`src/rpd_pkg.sv`:
```
// Types and constants of the RTP PCM depacketizer.
`timescale 1ns / 1ps

package rpd_pkg;

  localparam int SMP_W = 24;

  // Header layout
  localparam logic [3:0] HDR_BYTES      = 4'd12;
  localparam logic [3:0] HDR_POS_PT     = 4'd1;
  localparam logic [3:0] HDR_POS_SEQ_HI = 4'd2;
  localparam logic [3:0] HDR_POS_SEQ_LO = 4'd3;

  // Register indexes
  localparam logic [1:0] REG_CHANNEL_COUNT = 2'd0;
  localparam logic [1:0] REG_PT_24BIT      = 2'd1;
  localparam logic [1:0] REG_PT_16BIT      = 2'd2;

  // Register reset values
  localparam logic [3:0] RST_CHANNEL_COUNT = 4'd1;
  localparam logic [6:0] RST_PT_24BIT      = 7'd97;
  localparam logic [6:0] RST_PT_16BIT      = 7'd96;

  // Packet status codes
  localparam logic [1:0] ST_ACCEPTED = 2'd0;
  localparam logic [1:0] ST_SHORT    = 2'd1;
  localparam logic [1:0] ST_UNKNOWN  = 2'd2;

  // Result kinds
  localparam logic KIND_SAMPLE = 1'b0;
  localparam logic KIND_STATUS = 1'b1;

  localparam logic [15:0] SEQ_HALF = 16'h8000;

  // Per-job info handed from the parser to the emitter
  typedef struct packed {
    logic        has_status;
    logic [1:0]  status;
    logic [15:0] seq;
    logic [31:0] rx_total;
    logic [31:0] drop_total;
    logic [31:0] err_total;
  } job_t;

  // One result item, without kind and run marker
  typedef struct packed {
    logic [31:0]      err_total;
    logic [31:0]      drop_total;
    logic [31:0]      rx_total;
    logic [15:0]      seq;
    logic [1:0]       status;
    logic             frame_end;
    logic [2:0]       channel;
    logic [SMP_W-1:0] sample;
  } res_t;

endpackage

```
`src/rtp_pcm_depacketizer_top.sv`:
```
// Top level of the RTP L24/L16 PCM depacketizer.
//
//  channel | dir | handshake           | payload
//  in_     | in  | in_tvalid/in_tready | tdata packet byte, tlast end of packet
//  out_    | out | out_tvalid/out_tready | tdata result fields, tuser kind, tlast run end
//  cfg_    | in  | cfg_valid/cfg_ready | cfg_addr register index, cfg_data value
//
// One byte is taken per cycle unless the input register is held. A byte's job goes from
// the input register to the result register; its results go out one per cycle while
// out_tready is high. A byte that completes a frame or ends a packet waits in the input
// register while the previous frame/status job is still draining; throughput is set by
// that one job slot. Reset (rst_n low, synchronous) clears counters, packet state and
// config to defaults. cfg_ready is always high.
`timescale 1ns / 1ps

module rtp_pcm_depacketizer_top #(
  parameter int MAX_CHANNELS = 8,
  parameter int MAX_SAMPLES  = 1024
) (
  input  logic         clk,
  input  logic         rst_n,
  input  logic         in_tvalid,
  output logic         in_tready,
  input  logic [7:0]   in_tdata,    // [7:0] packet_byte
  input  logic         in_tlast,
  output logic         out_tvalid,
  input  logic         out_tready,
  // [23:0] audio_sample, [26:24] channel_index, [27] frame_end, [29:28] packet_status,
  // [45:30] seq_number, [77:46] received_count, [109:78] dropped_count,
  // [141:110] seq_error_count, [143:142] zero
  output logic [143:0] out_tdata,
  output logic         out_tuser,   // [0] result_kind
  output logic         out_tlast,
  input  logic         cfg_valid,
  output logic         cfg_ready,
  input  logic [1:0]   cfg_addr,
  input  logic [7:0]   cfg_data
);

  localparam int FILL_W = $clog2(MAX_CHANNELS + 1);

  logic                                        job_load, job_free;
  rpd_pkg::job_t                               job_info;
  logic [FILL_W-1:0]                           job_nsamp;
  logic [MAX_CHANNELS-1:0][rpd_pkg::SMP_W-1:0] job_frame;
  rpd_pkg::res_t                               res;

  assign cfg_ready = 1'b1;

  rpd_parser #(
    .MAX_CHANNELS(MAX_CHANNELS),
    .MAX_SAMPLES (MAX_SAMPLES)
  ) u_parser (
    .clk       (clk),
    .rst_n     (rst_n),
    .in_valid  (in_tvalid),
    .in_ready  (in_tready),
    .in_byte   (in_tdata),
    .in_eop    (in_tlast),
    .cfg_valid (cfg_valid),
    .cfg_index (cfg_addr),
    .cfg_data  (cfg_data),
    .job_free  (job_free),
    .job_load  (job_load),
    .job_info  (job_info),
    .job_nsamp (job_nsamp),
    .job_frame (job_frame)
  );

  rpd_emitter #(
    .MAX_CHANNELS(MAX_CHANNELS)
  ) u_emitter (
    .clk       (clk),
    .rst_n     (rst_n),
    .job_load  (job_load),
    .job_info  (job_info),
    .job_nsamp (job_nsamp),
    .job_frame (job_frame),
    .job_free  (job_free),
    .out_valid (out_tvalid),
    .out_ready (out_tready),
    .out_kind  (out_tuser),
    .out_res   (res),
    .out_last  (out_tlast)
  );

  assign out_tdata = {2'b00, res};

endmodule

```
`src/rpd_parser.sv`:
```
// Input register, header parse, sequence check, sample assembly and frame collection.
`timescale 1ns / 1ps

module rpd_parser #(
  parameter  int MAX_CHANNELS = 8,
  parameter  int MAX_SAMPLES  = 1024,
  localparam int FILL_W  = $clog2(MAX_CHANNELS + 1),
  localparam int TAKEN_W = $clog2(MAX_SAMPLES + 1)
) (
  input  logic                                      clk,
  input  logic                                      rst_n,
  input  logic                                      in_valid,
  output logic                                      in_ready,
  input  logic [7:0]                                in_byte,
  input  logic                                      in_eop,
  input  logic                                      cfg_valid,
  input  logic [1:0]                                cfg_index,
  input  logic [7:0]                                cfg_data,
  input  logic                                      job_free,
  output logic                                      job_load,
  output rpd_pkg::job_t                             job_info,
  output logic [FILL_W-1:0]                         job_nsamp,
  output logic [MAX_CHANNELS-1:0][rpd_pkg::SMP_W-1:0] job_frame
);

  localparam int CMP_W = 8;

  // config
  logic [3:0] chan_cnt_r;
  logic [6:0] pt24_r, pt16_r;

  // input register
  logic       hold_valid_r;
  logic [7:0] hold_byte_r;
  logic       hold_eop_r;

  // packet state
  logic [3:0]         hp_r, hp_nxt;
  logic [7:0]         shb_r, shb_nxt;
  logic [6:0]         pk_r, pk_nxt;
  logic [15:0]        asm_r, asm_nxt;
  logic [1:0]         bis_r, bis_nxt;
  logic [TAKEN_W-1:0] taken_r, taken_nxt;
  logic [FILL_W-1:0]  fill_r, fill_nxt;
  logic [15:0]        prev_r, prev_nxt;
  logic               prev_ok_r, prev_ok_nxt;
  logic [31:0]        rx_r, rx_nxt, drop_r, drop_nxt, err_r, err_nxt;
  logic [MAX_CHANNELS-1:0][rpd_pkg::SMP_W-1:0] store_r, store_nxt;

  logic                     frame_done;
  logic                     hold_adv;
  logic                     is24, is16, known;
  logic [CMP_W-1:0]         cc8, max8, ch8;
  logic [15:0]              seq_d;
  logic [rpd_pkg::SMP_W-1:0] smp;
  logic [1:0]               st;
  logic [15:0]              st_seq;

  assign is24  = (pk_r == pt24_r);
  assign is16  = !is24 && (pk_r == pt16_r);
  assign known = is24 || is16;

  assign cc8  = CMP_W'(chan_cnt_r);
  assign max8 = CMP_W'(MAX_CHANNELS);
  assign ch8  = (cc8 == '0) ? CMP_W'(1) : ((cc8 > max8) ? max8 : cc8);

  assign seq_d = asm_r - prev_r;

  always_comb begin
    hp_nxt      = hp_r;
    shb_nxt     = shb_r;
    pk_nxt      = pk_r;
    asm_nxt     = asm_r;
    bis_nxt     = bis_r;
    taken_nxt   = taken_r;
    fill_nxt    = fill_r;
    prev_nxt    = prev_r;
    prev_ok_nxt = prev_ok_r;
    rx_nxt      = rx_r;
    drop_nxt    = drop_r;
    err_nxt     = err_r;
    store_nxt   = store_r;
    frame_done  = 1'b0;
    job_nsamp   = '0;
    smp         = '0;
    st          = rpd_pkg::ST_ACCEPTED;
    st_seq      = '0;

    if (hp_r < rpd_pkg::HDR_BYTES) begin
      if (hp_r == rpd_pkg::HDR_POS_PT) pk_nxt = hold_byte_r[6:0];
      else if (hp_r == rpd_pkg::HDR_POS_SEQ_HI) shb_nxt = hold_byte_r;
      else if (hp_r == rpd_pkg::HDR_POS_SEQ_LO) asm_nxt = {shb_r, hold_byte_r};
      hp_nxt = hp_r + 4'd1;
      // header complete: sequence check on the assembled number
      if (hp_nxt == rpd_pkg::HDR_BYTES) begin
        if (prev_ok_r && seq_d != 16'd1) begin
          err_nxt = err_r + 32'd1;
          if (seq_d != '0 && seq_d < rpd_pkg::SEQ_HALF) begin
            drop_nxt = drop_r + {16'd0, seq_d - 16'd1};
          end else if (seq_d == rpd_pkg::SEQ_HALF && asm_r > prev_r) begin
            drop_nxt = drop_r + {16'd0, rpd_pkg::SEQ_HALF - 16'd1};
          end
        end
        prev_nxt    = asm_r;
        prev_ok_nxt = 1'b1;
        rx_nxt      = rx_r + 32'd1;
        asm_nxt     = '0;
      end
    end else if (known) begin
      if ((is24 && bis_r < 2'd2) || (is16 && bis_r < 2'd1)) begin
        asm_nxt = {asm_r[7:0], hold_byte_r};
        bis_nxt = bis_r + 2'd1;
      end else begin
        smp     = is24 ? {asm_r, hold_byte_r} : {asm_r[7:0], hold_byte_r, 8'd0};
        asm_nxt = '0;
        bis_nxt = '0;
        if (taken_r < TAKEN_W'(MAX_SAMPLES)) begin
          taken_nxt = taken_r + TAKEN_W'(1);
          for (int i = 0; i < MAX_CHANNELS; i++) begin
            if (FILL_W'(i) == fill_r) store_nxt[i] = smp;
          end
          if (CMP_W'(fill_r) + CMP_W'(1) >= ch8) begin
            frame_done = 1'b1;
            job_nsamp  = fill_r + FILL_W'(1);
            fill_nxt   = '0;
          end else begin
            fill_nxt = fill_r + FILL_W'(1);
          end
        end
      end
    end

    if (hold_eop_r) begin
      if (hp_nxt < rpd_pkg::HDR_BYTES) begin
        st = rpd_pkg::ST_SHORT;
      end else begin
        st     = ((pk_nxt == pt24_r) || (pk_nxt == pt16_r)) ? rpd_pkg::ST_ACCEPTED
                                                            : rpd_pkg::ST_UNKNOWN;
        st_seq = prev_nxt;
      end
      hp_nxt    = '0;
      shb_nxt   = '0;
      pk_nxt    = '0;
      asm_nxt   = '0;
      bis_nxt   = '0;
      taken_nxt = '0;
      fill_nxt  = '0;
    end
  end

  // a byte that causes results waits until the emitter can take its job
  assign hold_adv = hold_valid_r && (!(frame_done || hold_eop_r) || job_free);
  assign in_ready = !hold_valid_r || hold_adv;
  assign job_load = hold_adv && (frame_done || hold_eop_r);
  assign job_frame = store_nxt;

  always_comb begin
    job_info.has_status = hold_eop_r;
    job_info.status     = st;
    job_info.seq        = st_seq;
    job_info.rx_total   = rx_nxt;
    job_info.drop_total = drop_nxt;
    job_info.err_total  = err_nxt;
  end

  always_ff @(posedge clk) begin
    if (!rst_n) begin
      chan_cnt_r <= rpd_pkg::RST_CHANNEL_COUNT;
      pt24_r     <= rpd_pkg::RST_PT_24BIT;
      pt16_r     <= rpd_pkg::RST_PT_16BIT;
    end else if (cfg_valid) begin
      unique case (cfg_index)
        rpd_pkg::REG_CHANNEL_COUNT: chan_cnt_r <= cfg_data[3:0];
        rpd_pkg::REG_PT_24BIT:      pt24_r     <= cfg_data[6:0];
        rpd_pkg::REG_PT_16BIT:      pt16_r     <= cfg_data[6:0];
        default: ;
      endcase
    end
  end

  always_ff @(posedge clk) begin
    if (!rst_n) begin
      hold_valid_r <= 1'b0;
    end else if (in_valid && in_ready) begin
      hold_valid_r <= 1'b1;
    end else if (hold_adv) begin
      hold_valid_r <= 1'b0;
    end
  end

  always_ff @(posedge clk) begin
    if (in_valid && in_ready) begin
      hold_byte_r <= in_byte;
      hold_eop_r  <= in_eop;
    end
  end

  always_ff @(posedge clk) begin
    if (!rst_n) begin
      hp_r      <= '0;
      shb_r     <= '0;
      pk_r      <= '0;
      asm_r     <= '0;
      bis_r     <= '0;
      taken_r   <= '0;
      fill_r    <= '0;
      prev_r    <= '0;
      prev_ok_r <= 1'b0;
      rx_r      <= '0;
      drop_r    <= '0;
      err_r     <= '0;
    end else if (hold_adv) begin
      hp_r      <= hp_nxt;
      shb_r     <= shb_nxt;
      pk_r      <= pk_nxt;
      asm_r     <= asm_nxt;
      bis_r     <= bis_nxt;
      taken_r   <= taken_nxt;
      fill_r    <= fill_nxt;
      prev_r    <= prev_nxt;
      prev_ok_r <= prev_ok_nxt;
      rx_r      <= rx_nxt;
      drop_r    <= drop_nxt;
      err_r     <= err_nxt;
    end
  end

  always_ff @(posedge clk) begin
    if (hold_adv) store_r <= store_nxt;
  end

endmodule

```
`src/rpd_emitter.sv`:
```
// Result register: one job (frame samples and/or status), sent one result per cycle on out_ready.
`timescale 1ns / 1ps

module rpd_emitter #(
  parameter  int MAX_CHANNELS = 8,
  localparam int FILL_W = $clog2(MAX_CHANNELS + 1),
  localparam int IDX_W  = (MAX_CHANNELS > 1) ? $clog2(MAX_CHANNELS) : 1
) (
  input  logic                                        clk,
  input  logic                                        rst_n,
  input  logic                                        job_load,
  input  rpd_pkg::job_t                               job_info,
  input  logic [FILL_W-1:0]                           job_nsamp,
  input  logic [MAX_CHANNELS-1:0][rpd_pkg::SMP_W-1:0] job_frame,
  output logic                                        job_free,
  output logic                                        out_valid,
  input  logic                                        out_ready,
  output logic                                        out_kind,
  output rpd_pkg::res_t                               out_res,
  output logic                                        out_last
);

  logic                job_valid_r;
  logic [FILL_W-1:0]   idx_r, nsamp_r, idx_inc;
  rpd_pkg::job_t       info_r;
  logic [MAX_CHANNELS-1:0][rpd_pkg::SMP_W-1:0] frame_r;
  logic                is_sample;
  logic [IDX_W+2:0]    chan_ext;
  logic                xfer;

  assign idx_inc   = idx_r + FILL_W'(1);
  assign is_sample = (idx_r < nsamp_r);
  // status, when present, follows the last sample
  assign out_last  = info_r.has_status ? (idx_r == nsamp_r) : (idx_inc == nsamp_r);
  assign out_valid = job_valid_r;
  assign xfer      = job_valid_r && out_ready;
  assign job_free  = !job_valid_r || (xfer && out_last);
  assign chan_ext  = {3'd0, idx_r[IDX_W-1:0]};

  always_comb begin
    out_kind           = is_sample ? rpd_pkg::KIND_SAMPLE : rpd_pkg::KIND_STATUS;
    out_res.sample     = is_sample ? frame_r[idx_r[IDX_W-1:0]] : '0;
    out_res.channel    = is_sample ? chan_ext[2:0] : 3'd0;
    out_res.frame_end  = is_sample && (idx_inc == nsamp_r);
    out_res.status     = is_sample ? rpd_pkg::ST_ACCEPTED : info_r.status;
    out_res.seq        = is_sample ? 16'd0 : info_r.seq;
    out_res.rx_total   = info_r.rx_total;
    out_res.drop_total = info_r.drop_total;
    out_res.err_total  = info_r.err_total;
  end

  always_ff @(posedge clk) begin
    if (!rst_n) begin
      job_valid_r <= 1'b0;
      idx_r       <= '0;
    end else if (job_load) begin
      job_valid_r <= 1'b1;
      idx_r       <= '0;
    end else if (xfer) begin
      if (out_last) job_valid_r <= 1'b0;
      idx_r <= idx_inc;
    end
  end

  always_ff @(posedge clk) begin
    if (job_load) begin
      info_r  <= job_info;
      nsamp_r <= job_nsamp;
      frame_r <= job_frame;
    end
  end

endmodule

```
`config.mk`:
```
export PLATFORM = sky130hd
export DESIGN_NAME = rtp_pcm_depacketizer_top
export DESIGN_NICKNAME = d
export VERILOG_FILES = /design/src/rpd_pkg.sv /design/src/rtp_pcm_depacketizer_top.sv /design/src/rpd_parser.sv /design/src/rpd_emitter.sv
export SDC_FILE = /design/constraint.sdc
export NUM_CORES = 1
export LEC_CHECK = 0
export BUFFER_PORTS_ARGS = -buffer_cell sky130_fd_sc_hd__buf_2
export CELL_PAD_IN_SITES_DETAIL_PLACEMENT = 1
export CELL_PAD_IN_SITES_GLOBAL_PLACEMENT = 2
export CORE_MARGIN = 2
export CORE_UTILIZATION = 35
export DETAILED_ROUTE_END_ITERATION = 16
export PLACE_DENSITY_LB_ADDON = 0.1
export SLEW_MARGIN = 30
export SYNTH_ARGS = -nofsm -noshare
export SYNTH_HDL_FRONTEND = slang
export SYNTH_SLANG_ARGS = --single-unit
```
`constraint.sdc`:
```
create_clock -name clk -period 24.1 [get_ports clk]
set_input_delay 1.205 -clock clk [delete_from_list [all_inputs] [get_ports clk]]
set_output_delay 1.205 -clock clk [all_outputs]
set_load 0.005 [all_outputs]
```
==> run metrics, run 1 <==
post-synth top area cell=edfxtp_1; Pwr Total=2.723 mW; Data required, critical path=24670 ps; setup violators final=0; largest cells by area after synthesis=edfxtp_1, dfxtp_1, nand2_1; Crit Path Max Fanout=11; LEAKAGE=12.37 nW; crit path cell chain=inv_1 -> ha_1 -> fa_1 -> xor2_1 -> inv_1 -> a2111o_1 -> nor3_1 -> nand3_1 -> or2_2 -> xor2_1 -> ha_1 -> nand2_1 -> nor2_1 -> nand2_1 -> or3_1 -> a31oi_1 -> o22ai_1 -> nor3_1 -> a32oi_1 -> or4b_1 -> o21ai_0; max_cap viols=0; FFs w/ async S/R, synth=0%; DP HPWL=59190 um; synthesized instance count=2978; fillcell total=10.11k; Area after DPL=0.03433 mm^2; flop2flop setup slack=17590 ps; count leader, synth=edfxtp_1; Worst Tran Pin Value=953.9 ps; outcome=completed; # Post-CTS Setup Buffers=0; core box area=0.09319 mm^2; DRC viols=0; CTS Buf Count=81; Worst Path Arrival=7080 ps; Area growth, synth to finish=12.71%; Slew Limit Headroom=34.59%; Synth Area per Inst=11.03 um^2; Critical R2R Launch=u_parser.asm_r[0]$_SDFFE_PN0P_; CTS clk-pin slew, worst paths=60 ps; Worst Setup EP=u_parser.drop_r[23]$_SDFFE_PN0P_; Crit Path Category=reg2reg; Synth Cell Area=0.03285 mm^2; DR WL/cell=21.13 um; number of enable flip-flop cells after synthesis=512; layout cells sized above 1=13.63%; Ports=173; number of I/O port buffers=168; Vias/cell=5.134; initial antenna violation count=2; RSZ-0062 raised after global routing=no; VDD IR max=0.05419 mV; DIE AREA=0.09631 mm^2; Levels on crit path=21; root buf cell=clkbuf_16; Yosys reg bits=701; via count=22.34k; Final GP Congestion=0.8208; Synth cell types=87; Slowest-stage cell, CP=or4b_1; Inst Count DP=4196; first-pass GRT wire length=143000 um; final wirelength=91930 um; Row Count=112; power density cells=73.55 mW/mm^2; crit end category=flop; crit start category=flop; Buf/Inv on CP=2; fin cells=4351; htree depth=3; Final Critical Period=6513 ps; R2R depth=21; YS warnings=0; Critical Path Start=u_parser.asm_r[0]$_SDFFE_PN0P_; Total GRT Usage=19.39%; latest clock arrival within the worst-skew pair=660 ps; largest net degree at the start of global routing=166; CTS Sinks=701; post-route cell area=0.03702 mm^2; Final Util=39.73%; Hold Crit Class=reg2reg; total grt overflow=0; Max Fclk=153.5 MHz; Yosys top cell area share=46.81%; CP max stage delay=610 ps; DRT iter0 DRCs=1292; clock skew=20.32 ps; Pins Over Slew Limit=0; Tcrit/Tclk final=27.02%; final hold violations=0; Initial Util=35.25%; Post-synth top cells=edfxtp_1, nand2_1, o21ai_0, nor2_1, dfxtp_1; Die Y=310.3 um; clk buf depth=3; post_cts resized=0; sequential fraction of the synthesis area=58.33%; drt pass-1 iters=5; setup_tns=0 ps; chip width=310.3 um; number of global-route vias before repair=23.79k; cell family with the largest share of critical-path delay=simple AND/OR/NAND/NOR gates; cts hold-fix bufs=0; CTS tree=yes; Main synth FF type=edfxtp_1; r2r endpoint=u_parser.drop_r[23]$_SDFFE_PN0P_; ANT nets after route=0; Nets=3110
## state kept, by name, indices dropped and copies added, names as in the netlist, 7 cells and up
name,count
u_emitter.frame_r,192
u_emitter.info_r,19
u_emitter.out_res,96
u_parser.asm_r,16
u_parser.drop_r,32
u_parser.err_r,32
u_parser.hold_byte_r,8
u_parser.pk_r,7
u_parser.prev_r,16
u_parser.pt16_r,7
u_parser.pt24_r,7
u_parser.rx_r,32
u_parser.shb_r,8
u_parser.store_r,192
u_parser.taken_r,11
## cell type report
class | count | area, um^2 | area share, %
timing repair buffer | 203 | 1149 | 3.103
tap | 1254 | 1569 | 4.238
multi-input combinational | 1973 | 12250 | 33.08
clock inverter | 55 | 521.8 | 1.409
inverter | 66 | 257.7 | 0.6962
clock buffer | 97 | 2107 | 5.691
antenna | 2 | 5.005 | 0.01352
sequential | 701 | 19160 | 51.76
## tightest hold or removal path, stage by stage, from the launching register on
cell and delay [ps]:
dfxtp_1 320, nand2_1 60, a21oi_1 50
## cells by family (layout without fill, tap and decap cells)
kind of cell	after synthesis	after routing	share of synthesized area (%)
AO/OA/AOI/OAI	548	548	9.782
XOR/XNOR	207	207	5.520
adder cells (fa/ha/maj)	60	60	2.331
buffers and inverters	305	421	4.655
flip-flops	701	701	58.33
multiplexers	100	100	4.883
other	2	5	0.02286
AND/OR/NAND/NOR	1055	1055	14.48
## worst min-delay path by stage
stage / startpoint / to / depth (start not counted)
2_1_floorplan: u_parser.hold_eop_r$_DFFE_PP_ / u_emitter.info_r[114]$_DFFE_PP_ / 0
3_5_place_dp: u_parser.prev_r[12]$_SDFFE_PN0P_ / u_parser.prev_r[12]$_SDFFE_PN0P_ / 2
3_3_place_gp: u_parser.prev_r[8]$_SDFFE_PN0P_ / u_parser.prev_r[8]$_SDFFE_PN0P_ / 2
6_report: u_parser.prev_r[12]$_SDFFE_PN0P_ / u_parser.prev_r[12]$_SDFFE_PN0P_ / 2
5_1_grt: u_parser.prev_r[5]$_SDFFE_PN0P_ / u_parser.prev_r[5]$_SDFFE_PN0P_ / 2
4_1_cts: u_parser.prev_r[12]$_SDFFE_PN0P_ / u_parser.prev_r[12]$_SDFFE_PN0P_ / 2
## where the power goes
group          internal (mW)  leakage (nW)  switching [mW]  total (mW)
logic                 0.0610          6.19           0.128       0.189
registers               1.30          4.89          0.0102        1.31
clock network          0.705          1.28           0.519        1.22
## placed cells by master, fill, tap and decap left out, drive strengths merged, types with 12 or more instances in the layout
master  count
or2        13
buf       203
nor2      228
or3        24
nor2b      12
and3       28
nand3      65
nand4      35
clkinv     41
ha         58
edfxtp    512
xnor2     113
o211ai     19
nand2     477
nor4       22
o21ai     272
inv        70
mux4       48
dfxtp     189
nor3b      14
xor2       94
nor3       67
mux2i      50
a211oi     13
and2       29
a21oi     143
clkbuf     97
nand2b     16
## metal layers
layer  global-route usage, %  vias up  part of all wire (%)
li1                        -    10695                     -
met1                   25.85    11213                    46
met2                   32.70      323                    49
met3                   2.942      105                   3.5
met4                   5.460        0                   2.1
met5                       0        -                     0
## through the flow
step                      setup WS, ps  hold slack, ps
after floorplan                   7213           424.4
after global placement           17900           460.3
after detailed placement         17700           470.5
after CTS                        17610           479.2
after global routing             17120           498.1
final                            17590           472.4
Note: power is estimated with default switching activity, not from simulation.
==> inputs of run 2 (changes only) <==
Clock period 24.1 ns to 6.5 ns, I/O delays scaled along.
==> run metrics, run 2 (synthesized netlist as in run 1, its figures left out) <==
largest net degree at the start of global routing=161 (-3.0%); Inst Count DP=4202 (+0.14%); switching share of power=23.62% (-0.51 points); core box area=0.09319 mm^2 (unchanged); initial antenna violation count=4 (+2); Worst Path Arrival=6500 ps (-580 ps); DRC viols=0 (unchanged); max_cap viols=0 (unchanged); Vias/cell=5.152 (+0.37%); Final Util=40.17% (+0.45 points); commonest non-fill, non-tap cell in the layout=edfxtp_1; Final Critical Period=5928 ps (-584.4 ps); crit start category=flop; VDD IR max=0.1737 mV (+220%); number of global-route vias before repair=23.84k (+0.22%); number of I/O port buffers=168 (unchanged); hold slack final=126.4 ps (-346.0 ps); Ports=173 (unchanged); CP max stage delay=490 ps (-120 ps); ANT nets after route=0 (unchanged); Pins Over Slew Limit=0 (unchanged); clk buf depth=3 (unchanged); Slowest-stage cell, CP=or4b_1; drt pass-1 iters=6 (+1); Crit Path Category=reg2reg; CTS tree=yes; internal power=7.867 mW (+280%); CTS Buf Count=82 (+1.2%); Data required, critical path=7070 ps (-17600 ps); Final GP Congestion=0.8017 (-2.3%); Seq pwr share=47.2% (-0.9 points); most frequent cells in the layout=edfxtp_1, nand2_1, o21ai_0, nor2_1, dfxtp_1; # Post-CTS Setup Buffers=0 (unchanged); fillcell total=10.10k (-0.079%); total grt overflow=0 (unchanged); DP HPWL=59810 um (+1.0%); Slew Limit Headroom=32.88% (-1.7 points); latest clock arrival within the worst-skew pair=650 ps (about the same); post-route cell area=0.03744 mm^2 (+1.1%); DRT iter0 DRCs=1209 (-6.4%); flop2flop setup slack=570 ps (-17020 ps); CP dominant cell by count=nor3_1; DR WL/cell=21.36 um (+1.1%); RSZ-0062 raised after global routing=no; root buf cell=clkbuf_16; power density cells=275.1 mW/mm^2 (+270%); Psw=2.433 mW (+270%); pre-CTS setup slack=625.4 ps (-17070 ps); Total GRT Usage=19.43% (+0.043 points); Final WS setup=571.6 ps (-17020 ps); Area after DPL=0.03442 mm^2 (+0.27%); Die Y=310.3 um (unchanged); final hold violations=0 (unchanged); Clock power frac=45.9% (+0.9 points); Crit Path Max Fanout=9 (-2); chip width=310.3 um (unchanged); setup violators final=0 (unchanged); Nets=3136 (+0.84%); first-pass GRT wire length=143900 um (+0.64%); Buf/Inv on CP=2 (unchanged); crit end category=flop; CTS clk-pin slew, worst paths=60 ps (about the same); Worst Tran Pin Value=978.8 ps (+24.95 ps); Tcrit/Tclk final=91.21% (+64 points); post_cts resized=0 (unchanged); Max Fclk=168.7 MHz (+9.9%); LEAKAGE=12.57 nW (+1.6%); Row Count=112 (unchanged); outcome=completed; crit path cell chain=inv_1 -> ha_1 -> fa_1 -> nand2b_1 -> a211oi_2 -> nor3_1 -> xnor2_1 -> nor3_1 -> nand3_1 -> or2_2 -> xor2_1 -> ha_1 -> nand2_1 -> nor2_1 -> nand2_1 -> or3_1 -> a31oi_1 -> o22ai_1 -> nor3_1 -> a32oi_1 -> buf_2 -> or4b_1 -> o21ai_0; fin cells=4375 (+0.55%); via count=22.54k (+0.92%); cts hold-fix bufs=18 (+18); Pwr Total=10.30 mW (+280%); Comb pwr share=7.0% (about the same); clock skew=21.76 ps (+1.446 ps); layout cells sized above 1=14.17% (+0.53 points); Initial Util=35.25% (unchanged); Hold Crit Class=in2reg; DIE AREA=0.09631 mm^2 (unchanged); cell family with the largest share of critical-path delay=simple AND/OR/NAND/NOR gates; htree depth=3 (unchanged); Area growth, synth to finish=13.97%; final wirelength=93460 um (+1.7%); CTS Sinks=701 (unchanged); setup_tns=0 ps (unchanged)
[run 2: routing by layer]
metal  GRT usage (%)  vias to the layer above  wire, um
met2           32.84                      337     45240
met1           26.13                    11342     43300
met4           5.033                        0      1714
met3           2.772                      101      3199
li1                -                    10762         -
met5               0                        -         0
[run 2: path summary, 6_finish.rpt]
check,start,to,cells past startpoint
worst max-delay path,u_parser.asm_r[0]$_SDFFE_PN0P_,u_parser.drop_r[23]$_SDFFE_PN0P_,23
worst min-delay path,cfg_addr[1],u_parser.chan_cnt_r[0]$_SDFFE_PN1P_,4
worst max register to register,u_parser.asm_r[0]$_SDFFE_PN0P_,u_parser.drop_r[23]$_SDFFE_PN0P_,23
worst min register to register,u_parser.prev_r[12]$_SDFFE_PN0P_,u_parser.prev_r[12]$_SDFFE_PN0P_,2
[run 2: power by group through the flow]
stage,clock [mW],combinational (mW),sequential (mW)
floorplan,0,0.504,4.95
global placement,0,0.689,4.95
detailed placement,0,0.707,4.95
CTS,4.90,0.720,4.86
global route,5.06,0.790,4.86
finish,4.73,0.717,4.86
[run 2: area by class of cell]
type	instances	area [um^2]	area share, %
flip-flops and latches	701	19170	51.20
multi-input cells	1973	12270	32.77
clock buffers	107	2246	5.999
well taps	1254	1569	4.191
repair buffers	228	1388	3.707
clock inverters	45	530.5	1.417
inverters	66	265.3	0.7086
diodes	1	2.502	0.006684
[run 2: worst reg2reg max path, cell delays in order (launching register included)]
cell and delay, ps:
dfxtp_1 350, inv_1 60, ha_1 210, fa_1 450, nand2b_1 220, a211oi_2 330
nor3_1 100, xnor2_1 240, nor3_1 470, nand3_1 240, or2_2 330, xor2_1 160
ha_1 360, nand2_1 90, nor2_1 150, nand2_1 100, or3_1 400, a31oi_1 290
o22ai_1 160, nor3_1 210, a32oi_1 120, buf_2 220, or4b_1 490, o21ai_0 90
